### src/rtl/notification_slot_manager_unit_macros.svh
// Assertion macros for the notification slot manager.
// No dependencies.
`ifndef NOTIFICATION_SLOT_MANAGER_UNIT_MACROS_SVH
`define NOTIFICATION_SLOT_MANAGER_UNIT_MACROS_SVH
`ifndef ASSERT_OFF
`define NSM_ASSERT(label, clk, rst, prop, msg) \
  label: assert property (@(posedge clk) disable iff (rst) prop) else $error(msg);
`define NSM_ASSERT_RST(label, clk, prop, msg) \
  label: assert property (@(posedge clk) prop) else $error(msg);
`else
`define NSM_ASSERT(label, clk, rst, prop, msg)
`define NSM_ASSERT_RST(label, clk, prop, msg)
`endif
`endif

### src/rtl/nsm_pkg.sv
// Package for the notification slot manager: types, codes and widths.
// No dependencies.
package nsm_pkg;
  localparam int SLOTS_DEFAULT = 8;
  localparam int IdW = 32;
  localparam int ExpW = 48;
  localparam int CfgW = 24;
  localparam logic [ExpW-1:0] EXP_MAX = '1;

  localparam logic [1:0] FUNC_POST = 2'd0;
  localparam logic [1:0] FUNC_CLOSE = 2'd1;
  localparam logic [1:0] FUNC_CLOSE_ALL = 2'd2;
  localparam logic [1:0] FUNC_TICK = 2'd3;

  localparam logic [1:0] REASON_EXPIRED = 2'd0;
  localparam logic [1:0] REASON_EVICTED = 2'd1;
  localparam logic [1:0] REASON_REQUEST = 2'd2;

  localparam logic CFG_LOW = 1'b0;
  localparam logic CFG_NORMAL = 1'b1;

  typedef struct packed {
    logic [1:0] func;
    logic [31:0] target_id;
    logic [1:0] urgency;
    logic [31:0] life_ms;
    logic [47:0] now_ms;
  } item_t;

  typedef struct packed {
    logic kind;
    logic [31:0] item_id;
    logic [1:0] close_reason;
    logic [31:0] next_expiry_ms;
    logic last;
  } result_t;

  // Controller to datapath.
  typedef struct packed {
    logic load;      // capture the input beat
    logic scan_clr;  // start a scan: clear search results
    logic scan;      // examine slot at scan index
    logic close;     // remove found slot
    logic kill;      // remove slot at scan index
    logic write;     // write post into chosen slot
    logic compact;   // one compaction step
    logic idx_inc;
    logic idx_clr;
  } cmd_t;

  // Datapath to controller.
  typedef struct packed {
    logic idx_end;
    logic found;
    logic has_free;
    logic has_victim;
    logic cur_active;
    logic cur_expired;
    logic compact_done;
  } stat_t;
endpackage

### src/rtl/nsm_datapath.sv
// Datapath of the notification slot manager: slot table, scan and compaction.
// Depends on nsm_pkg.
module nsm_datapath #(
  parameter int SLOTS = nsm_pkg::SLOTS_DEFAULT
) (
  input  logic clk,
  input  logic rst,
  input  logic cfg_we,
  input  logic cfg_index,
  input  logic [nsm_pkg::CfgW-1:0] cfg_data,
  input  nsm_pkg::item_t item_in,
  input  nsm_pkg::cmd_t cmd,
  output nsm_pkg::stat_t stat,
  output logic [nsm_pkg::IdW-1:0] cur_id,
  output logic [nsm_pkg::IdW-1:0] victim_id,
  output logic [nsm_pkg::IdW-1:0] post_id,
  output logic [31:0] next_exp,
  output logic [1:0] func,
  output logic [nsm_pkg::IdW-1:0] rid
);
  import nsm_pkg::*;
  localparam int IW = $clog2(SLOTS);

  logic [CfgW-1:0] tlow, tnorm;
  item_t it;
  logic [SLOTS-1:0] active;
  logic [SLOTS-1:0] active_next;
  logic [IdW-1:0] ids [SLOTS];
  logic [1:0] urgs [SLOTS];
  logic [ExpW-1:0] exps [SLOTS];
  logic [IdW-1:0] id_counter;
  logic [IW:0] idx;
  logic [IW-1:0] ix;
  logic found, has_free, has_victim, victim_crit;
  logic [IW-1:0] found_ix, free_ix, victim_ix;
  logic [ExpW-1:0] best;
  logic [31:0] nexp;
  logic nexp_valid;
  logic [1:0] urg_sat;
  logic [IdW-1:0] new_cnt;
  logic [ExpW:0] sum;
  logic [ExpW-1:0] exp_val;
  logic [ExpW-1:0] dur;
  logic [ExpW:0] left;
  logic [IW-1:0] ins_ix;
  logic [IW-1:0] hole;
  logic hole_any;
  logic cur_cand1, cur_cand2;

  assign ix = idx[IW-1:0];
  assign urg_sat = (it.urgency > 2'd2) ? 2'd2 : it.urgency;
  assign new_cnt = (id_counter == '1) ? IdW'(1) : id_counter + IdW'(1);
  assign post_id = (it.target_id == '0) ? new_cnt : it.target_id;
  assign dur = it.life_ms[31] ? ExpW'((urg_sat == 2'd0) ? tlow : tnorm)
                               : ExpW'(it.life_ms);
  assign sum = {1'b0, it.now_ms} + {1'b0, dur};
  assign exp_val = (it.life_ms == '0) ? '0 : (sum[ExpW] ? EXP_MAX : sum[ExpW-1:0]);
  assign left = {1'b0, exps[ix]} - {1'b0, it.now_ms};
  assign ins_ix = found ? found_ix : (has_free ? free_ix : victim_ix);

  // Candidate for first-pass (non-critical) and critical victim selection.
  assign cur_cand1 = active[ix] && urgs[ix] < 2'd2 && exps[ix] != '0;
  assign cur_cand2 = active[ix] && exps[ix] != '0;

  // Lowest inactive slot that has an active slot above it.
  always_comb begin
    hole = '0;
    hole_any = 1'b0;
    for (int i = SLOTS - 2; i >= 0; i--) begin
      if (!active[i] && (active >> (i + 1)) != '0) begin
        hole = IW'(i);
        hole_any = 1'b1;
      end
    end
  end

  always_comb begin
    active_next = active;
    if (cmd.close) active_next[found_ix] = 1'b0;
    if (cmd.kill) active_next[ix] = 1'b0;
    if (cmd.write) active_next[ins_ix] = 1'b1;
    if (cmd.compact && hole_any) begin
      for (int i = 0; i < SLOTS - 1; i++) begin
        if (IW'(i) >= hole) active_next[i] = active[i+1];
      end
      active_next[SLOTS-1] = 1'b0;
    end
  end

  always_ff @(posedge clk) begin
    if (rst) begin
      tlow <= CfgW'(5000);
      tnorm <= CfgW'(10000);
      active <= '0;
      id_counter <= '0;
      idx <= '0;
    end else begin
      if (cfg_we) begin
        case (cfg_index)
          CFG_LOW: tlow <= cfg_data;
          CFG_NORMAL: tnorm <= cfg_data;
          default: ;
        endcase
      end
      if (cmd.idx_clr) idx <= '0;
      else if (cmd.idx_inc) idx <= idx + 1'b1;
      active <= active_next;
      if (cmd.write && it.target_id == '0) id_counter <= new_cnt;
    end
  end

  always_ff @(posedge clk) begin
    if (cmd.load) it <= item_in;
    if (cmd.write) begin
      ids[ins_ix] <= post_id;
      urgs[ins_ix] <= urg_sat;
      exps[ins_ix] <= exp_val;
    end else if (cmd.compact && hole_any) begin
      for (int i = 0; i < SLOTS - 1; i++) begin
        if (IW'(i) >= hole) begin
          ids[i] <= ids[i+1];
          urgs[i] <= urgs[i+1];
          exps[i] <= exps[i+1];
        end
      end
    end
    if (cmd.scan_clr) begin
      found <= 1'b0;
      has_free <= 1'b0;
      has_victim <= 1'b0;
      victim_crit <= 1'b0;
      nexp_valid <= 1'b0;
      nexp <= '1;
      best <= EXP_MAX;
      found_ix <= '0;
      free_ix <= '0;
      victim_ix <= '0;
    end else if (cmd.scan) begin
      if (!found && it.target_id != '0 && active[ix] && ids[ix] == it.target_id) begin
        found <= 1'b1;
        found_ix <= ix;
      end
      if (!has_free && !active[ix]) begin
        has_free <= 1'b1;
        free_ix <= ix;
      end
      // Non-critical candidates always beat critical ones.
      if (cur_cand1 && (!has_victim || victim_crit || exps[ix] < best)) begin
        has_victim <= 1'b1;
        victim_crit <= 1'b0;
        victim_ix <= ix;
        best <= exps[ix];
      end else if (cur_cand2 && !cur_cand1 && urg_sat == 2'd2 &&
                   (!has_victim || (victim_crit && exps[ix] < best))) begin
        has_victim <= 1'b1;
        victim_crit <= 1'b1;
        victim_ix <= ix;
        best <= exps[ix];
      end
      if (active[ix] && exps[ix] != '0 && !left[ExpW] && left != '0) begin
        nexp_valid <= 1'b1;
        if (left > (ExpW+1)'(32'h7FFFFFFF)) begin
          if (nexp > 32'h7FFFFFFF) nexp <= 32'h7FFFFFFF;
        end else if (left[31:0] < nexp) begin
          nexp <= left[31:0];
        end
      end
    end
  end

  assign stat.idx_end = (idx == (IW+1)'(SLOTS - 1));
  assign stat.found = found;
  assign stat.has_free = has_free;
  assign stat.has_victim = has_victim;
  assign stat.cur_active = active[ix];
  assign stat.cur_expired = active[ix] && exps[ix] != '0 && (left[ExpW] || left == '0);
  assign stat.compact_done = !hole_any;
  assign cur_id = ids[ix];
  assign victim_id = ids[victim_ix];
  assign next_exp = nexp_valid ? nexp : 32'hFFFFFFFF;
  assign func = it.func;
  assign rid = it.target_id;
endmodule

### src/rtl/nsm_ctrl.sv
// Controller of the notification slot manager: sequences scans and results.
// Depends on nsm_pkg.
module nsm_ctrl (
  input  logic clk,
  input  logic rst,
  input  logic in_valid,
  output logic in_ready,
  output logic out_valid,
  input  logic out_ready,
  output nsm_pkg::result_t res,
  output nsm_pkg::cmd_t cmd,
  input  nsm_pkg::stat_t stat,
  input  logic [nsm_pkg::IdW-1:0] cur_id,
  input  logic [nsm_pkg::IdW-1:0] victim_id,
  input  logic [nsm_pkg::IdW-1:0] post_id,
  input  logic [31:0] next_exp,
  input  logic [1:0] func,
  input  logic [nsm_pkg::IdW-1:0] rid
);
  import nsm_pkg::*;
  typedef enum logic [2:0] {
    IDLE, SCAN, DECIDE, WALK, COMPACT, DONE, WAIT
  } state_t;
  state_t state, state_next;
  logic out_valid_next;
  result_t res_next;
  // Id assigned by a post, held past the counter update.
  logic [IdW-1:0] post_id_q;
  logic hold;
  logic kill_now;

  assign hold = out_valid && !out_ready;
  assign in_ready = (state == IDLE) && !out_valid;
  assign kill_now = (func == FUNC_CLOSE_ALL && stat.cur_active) ||
                    (func == FUNC_TICK && stat.cur_expired);

  always_comb begin
    cmd = '0;
    state_next = state;
    out_valid_next = hold;
    res_next = res;
    case (state)
      IDLE: begin
        cmd.load = in_valid && in_ready;
        cmd.scan_clr = 1'b1;
        cmd.idx_clr = 1'b1;
        if (in_valid && in_ready) state_next = SCAN;
      end
      SCAN: begin
        cmd.scan = 1'b1;
        cmd.idx_inc = !stat.idx_end;
        if (stat.idx_end) state_next = DECIDE;
      end
      DECIDE: begin
        if (!hold) begin
          case (func)
            FUNC_POST: begin
              if (stat.found || stat.has_free) begin
                cmd.write = 1'b1;
                state_next = COMPACT;
              end else if (stat.has_victim) begin
                cmd.write = 1'b1;
                out_valid_next = 1'b1;
                res_next = '{kind: 1'b0, item_id: victim_id, close_reason: REASON_EVICTED,
                             next_expiry_ms: '0, last: 1'b0};
                state_next = COMPACT;
              end else begin
                out_valid_next = 1'b1;
                res_next = '{kind: 1'b1, item_id: '0, close_reason: '0,
                             next_expiry_ms: '0, last: 1'b1};
                state_next = WAIT;
              end
            end
            FUNC_CLOSE: begin
              cmd.close = stat.found;
              if (stat.found) begin
                out_valid_next = 1'b1;
                res_next = '{kind: 1'b0, item_id: rid, close_reason: REASON_REQUEST,
                             next_expiry_ms: '0, last: 1'b0};
              end
              state_next = COMPACT;
            end
            default: begin
              cmd.idx_clr = 1'b1;
              state_next = WALK;
            end
          endcase
        end
      end
      WALK: begin
        if (!hold) begin
          if (kill_now) begin
            cmd.kill = 1'b1;
            out_valid_next = 1'b1;
            res_next = '{kind: 1'b0, item_id: cur_id,
                         close_reason: (func == FUNC_TICK) ? REASON_EXPIRED : REASON_REQUEST,
                         next_expiry_ms: '0, last: 1'b0};
          end
          cmd.idx_inc = !stat.idx_end;
          if (stat.idx_end) state_next = COMPACT;
        end
      end
      COMPACT: begin
        cmd.compact = 1'b1;
        if (stat.compact_done) state_next = DONE;
      end
      DONE: begin
        if (!hold) begin
          out_valid_next = 1'b1;
          res_next = '{kind: 1'b1,
                       item_id: (func == FUNC_POST) ? post_id_q : '0,
                       close_reason: '0,
                       next_expiry_ms: (func == FUNC_TICK) ? next_exp : '0,
                       last: 1'b1};
          state_next = WAIT;
        end
      end
      WAIT: if (!hold) state_next = IDLE;
      default: state_next = IDLE;
    endcase
  end

  always_ff @(posedge clk) begin
    if (rst) begin
      state <= IDLE;
      out_valid <= 1'b0;
      res <= '0;
      post_id_q <= '0;
    end else begin
      state <= state_next;
      out_valid <= out_valid_next;
      res <= res_next;
      if (state == DECIDE && !hold) post_id_q <= post_id;
    end
  end
endmodule

### src/rtl/notification_slot_manager_unit.sv
// Notification slot manager: one post, close, close-all or tick per input beat.
// With the receiver ready the done beat leaves after a scan of one slot per cycle, a removal walk
// of one slot per cycle (close-all and tick) and one compaction step per hole; the next input beat
// is taken only after the done beat has left. Receiver stalls hold the walk and the result beats.
// Reset (rst, synchronous) clears all slots, the id counter and restores the
// default timeouts of 5000 and 10000 ms. Depends on nsm_pkg, nsm_datapath, nsm_ctrl and the macros header.
`include "notification_slot_manager_unit_macros.svh"
module notification_slot_manager_unit #(
  parameter int SLOTS = nsm_pkg::SLOTS_DEFAULT
) (
  input  logic clk,
  input  logic rst,
  input  logic cfg_we,
  input  logic cfg_index,
  input  logic [nsm_pkg::CfgW-1:0] cfg_data,
  input  logic s_tvalid,
  output logic s_tready,
  // func[1:0], target_id[33:2], urgency[35:34], life_ms[67:36], now_ms[115:68]
  input  logic [119:0] s_tdata,
  output logic m_tvalid,
  input  logic m_tready,
  // item_id[31:0], close_reason[33:32], next_expiry_ms[65:34]
  output logic [71:0] m_tdata,
  // kind
  output logic m_tuser,
  output logic m_tlast
);
  import nsm_pkg::*;
  item_t item;
  cmd_t cmd;
  stat_t stat;
  result_t res;
  logic [IdW-1:0] cur_id, victim_id, post_id, rid;
  logic [31:0] next_exp;
  logic [1:0] func;

  assign item.func = s_tdata[1:0];
  assign item.target_id = s_tdata[33:2];
  assign item.urgency = s_tdata[35:34];
  assign item.life_ms = s_tdata[67:36];
  assign item.now_ms = s_tdata[115:68];

  nsm_datapath #(.SLOTS(SLOTS)) u_dp (
    .clk, .rst, .cfg_we, .cfg_index, .cfg_data, .item_in(item), .cmd, .stat,
    .cur_id, .victim_id, .post_id, .next_exp, .func, .rid
  );

  nsm_ctrl u_ctrl (
    .clk, .rst, .in_valid(s_tvalid), .in_ready(s_tready), .out_valid(m_tvalid),
    .out_ready(m_tready), .res, .cmd, .stat, .cur_id, .victim_id, .post_id,
    .next_exp, .func, .rid
  );

  assign m_tdata = {6'd0, res.next_expiry_ms, res.close_reason, res.item_id};
  assign m_tuser = res.kind;
  assign m_tlast = res.last;

  `NSM_ASSERT(a_last_done, clk, rst, m_tvalid |-> (m_tlast == m_tuser), "last only on done")
  `NSM_ASSERT(a_no_take_busy, clk, rst, (s_tvalid && s_tready) |=> !s_tready, "busy after take")
  `NSM_ASSERT_RST(a_rst_quiet, clk, rst |=> !m_tvalid, "output beat right after reset")
endmodule

### config.mk
export PLATFORM = sky130hd
export DESIGN_NAME = notification_slot_manager_unit
export DESIGN_NICKNAME = d
export VERILOG_FILES = /design/src/rtl/nsm_pkg.sv /design/src/rtl/nsm_datapath.sv /design/src/rtl/nsm_ctrl.sv /design/src/rtl/notification_slot_manager_unit.sv
export VERILOG_INCLUDE_DIRS = /design/src /design/src/rtl
export SDC_FILE = /design/constraint.sdc
export NUM_CORES = 2
export LEC_CHECK = 0
export ABC_AREA = 1
export BUFFER_PORTS_ARGS = -buffer_cell sky130_fd_sc_hd__buf_2
export CAP_MARGIN = 20
export CORE_MARGIN = 4
export CORE_UTILIZATION = 28
export DETAILED_ROUTE_END_ITERATION = 12
export PLACE_DENSITY_LB_ADDON = 0.12
export SLEW_MARGIN = 25
export SYNTH_ARGS = -nofsm -noshare
export SYNTH_HDL_FRONTEND = slang
export SYNTH_SLANG_ARGS = --single-unit
### constraint.sdc
create_clock -name clk -period 32.3 [get_ports clk]
set_clock_uncertainty 0.2 [all_clocks]
set_input_delay 3.23 -clock clk [delete_from_list [all_inputs] [get_ports clk]]
set_output_delay 3.23 -clock clk [all_outputs]
set_load 0.01 [all_outputs]
==> flow_metrics.py <==
metrics = {
    "die": {
        "coreArea_um2": 215000,
        "fp.dieH_um": 474,
        "ios": 226,
        "rows": 170,
        "dieArea_um2": 225000,
        "initial_utilization": 0.282,
        "die_w_um": 474,
    },
    "synth": {
        "synth-edff-count": 764,
        "async_flop_share": 0,
        "netlist_instances": 7814,
        "synthFlopType": "edfxtp_1",
        "synth_warnings": 0,
        "ys_ff_latch": 1059,
        "yosysUniqueCellTypes": 69,
        "syn_avg_cell_area_um2": 7.79,
        "syn_area_um2": 60800,
        "yosysSeqAreaShare": 0.474,
    },
    "critical_path": {
        "rr_endpoint": "u_ctrl.res[36]",
        "worstPathMaxFanout": 157,
        "crit_type": "flop to flop",
        "rr_worst_depth": 30,
        "required_ns": 32.76,
        "crit_path_top_delay_cell": "dfxtp_4",
        "cp-end-kind": "flop",
        "start_kind": "flop",
        "crit_arrival_ns": 8.24,
        "path_common_cell": "nand2_1",
        "timing.reg2reg.setup_slack_ns": 24.52,
        "max_stage_delay_ns": 0.65,
    },
    "detailed_routing": {
        "drt_wl_total_um": 247000,
        "drt_iter0_drc": 5601,
        "via_count": 55400,
        "wl_per_cell_um": 22.9,
        "drcViolationCount": 0,
        "ant_nets": 0,
        "viasPerCell": 5.14,
        "firstDrtPassIters": 8,
    },
    "place": {
        "placed_cells": 10500,
        "routabilityCongestion": 0.912,
        "hpwl_um": 162000,
        "port_buffers": 215,
    },
    "pwr": {
        "p_leak_nw": 28.6,
        "irDropWorstVdd_uv": 76.4,
        "power.density_nw_per_um2": 112,
    },
    "clock_network": {
        "postCtsHoldBufs": 0,
        "clockBufferDepth": 3,
        "cts_root_buf": "clkbuf_16",
        "cts-buffers-inserted": 132,
        "cts_max_level": 4,
        "cts.repair.resized": 0,
        "post_cts_buffers": 0,
        "clkLatencyLatePin_ns": 0.80,
        "cts.clk_slew.worst_paths_ns": 0.05,
        "cts_num_sinks": 1059,
        "cts_tree": "done",
    },
    "run_status": {
        "status": "finished clean",
    },
    "flow_run": {
        "max_cap_viol_count": 0,
    },
    "grt": {
        "grtUsageTotal": 0.212,
        "grt_pass1_vias": 51400,
        "gr-total-overflow": 0,
        "grt_max_degree": 158,
        "antenna_found_initial": 12,
        "grt_pass1_wl_um": 355000,
    },
    "sta": {
        "finalHoldViolCount": 0,
        "slew_headroom": 0.255,
        "tightest_slew_ns": 1.11,
        "min_period_ns": 7.78,
        "period_share": 0.241,
        "fin_tns_setup_ns": 0,
        "maxSlewViolCount": 0,
        "whs_ns": 0.256,
        "finalSetupViolCount": 0,
        "clock.fmax_ghz": 0.128,
        "rsz0062_at_grt": "false",
    },
    "hold_path": {
        "hold_class": "flop to flop",
        "hold_depth": 2,
        "holdPathEnd": "u_dp.best[40]",
        "holdCritStartpoint": "u_dp.best[40]",
    },
    "final_layout": {
        "final_cell_mix": "nand2_1, o21ai_0, inv_1",
        "multi_input_area_um2": 26800,
        "stdcell_count": 10800,
        "nets": 8133,
        "regArea_um2": 28900,
        "area_delta_synth_final_pct": 12.8,
        "drive_above_1_share": 0.0752,
        "final_util": 0.319,
        "final_common_cell": "nand2_1",
        "fillers": 23000,
    },
}
synthesized netlist by cell type (39+ instances only):
master | count | area, um2
buf_2 | 92 | 460
nand2_1 | 1786 | 6700
clkbuf_1 | 268 | 1010
edfxtp_1 | 764 | 22900
nor3_1 | 59 | 295
nand4_1 | 63 | 394
o211ai_1 | 131 | 983
nand3_1 | 378 | 1890
o22ai_1 | 69 | 432
xor2_1 | 60 | 526
a31oi_1 | 131 | 820
buf_1 | 39 | 146
ha_1 | 161 | 2010
nor2_1 | 801 | 3010
o21ai_1 | 103 | 515
inv_1 | 905 | 3400
a21oi_1 | 489 | 2450
o21ai_0 | 926 | 4630
dfxtp_1 | 295 | 5910
logic make-up after synthesis:
kind of cell / synth area share
mux: 0.000494
fa+ha+maj: 0.0338
flops: 0.474
compound gates: 0.180
xor+xnor: 0.0102
buf+inv: 0.0888
other cells: 0.0000616
simple gates: 0.212
worst max-delay path, delay by kind of cell (launching register included):
family | cells | cell delay, ns
buffers and inverters | 7 | 2.71
and+or+nand+nor | 18 | 2.29
AOI/OAI and AO/OA | 3 | 0.88
adders and majority gates | 2 | 0.75
DFF | 1 | 0.65
metal layers:
layer | wire [um] | up-vias | track usage | part of all wire
li1 | - | 26400 | - | -
met1 | 116000 | 26700 | 0.312 | 0.47
met2 | 107000 | 1938 | 0.323 | 0.43
met3 | 15800 | 306 | 0.0260 | 0.064
met4 | 7620 | 0 | 0.0691 | 0.031
met5 | 0 | - | 0 | 0
state kept, by name, summed over array words and instances (netlist names), 4 cells and up, named ones only:
| signal | flops |
|---|---|
| u_ctrl.post_id_q | 32 |
| u_ctrl.res | 67 |
| u_dp.active | 8 |
| u_dp.best | 48 |
| u_dp.exps | 384 |
| u_dp.id_counter | 32 |
| u_dp.ids | 256 |
| u_dp.idx | 4 |
| u_dp.it | 82 |
| u_dp.nexp | 32 |
| u_dp.rid | 32 |
| u_dp.tlow | 24 |
| u_dp.tnorm | 24 |
| u_dp.urgs | 8 |
power breakdown:
part           leakage, nW  internal (W)  switching [W]
logic                 17.2      0.000996        0.00281
clock network         2.00      0.000836       0.000620
registers             9.36       0.00223       0.000219
layout make-up:
| cell class | instances | share of cell area |
|---|---|---|
| antenna | 3 | 0.000109 |
| clock buffer | 181 | 0.0535 |
| clock inverter | 54 | 0.00658 |
| inverter | 921 | 0.0509 |
| multi-input combinational | 5401 | 0.390 |
| sequential | 1059 | 0.421 |
| tap | 2838 | 0.0517 |
| timing repair buffer | 305 | 0.0269 |
through the flow:
| stage | setup WS (ns) | area [um2] | total power (W) |
|---|---|---|---|
| 2_1_floorplan | 19.55 | 60900 | 0.00484 |
| 3_3_place_gp | 24.09 | 64500 | 0.00621 |
| 3_5_place_dp | 24.12 | 64500 | 0.00626 |
| 4_1_cts | 24.38 | 68600 | 0.00775 |
| 5_1_grt | 23.86 | 68600 | 0.00828 |
| 6_report | 24.52 | 68600 | 0.00771 |
how the worst max path moves through the flow:
stage                       endpoint  slack (ns)  cells after the start
finish                u_ctrl.res[36]       24.52                     30
global route          u_ctrl.res[65]       23.86                     30
CTS                   u_ctrl.res[36]       24.38                     30
detailed placement   u_dp.exps[7][1]       24.12                     12
global placement    u_dp.exps[3][10]       24.09                     10
floorplan            u_dp.exps[5][0]       19.55                      7
Power figures use the tool's default switching activity.
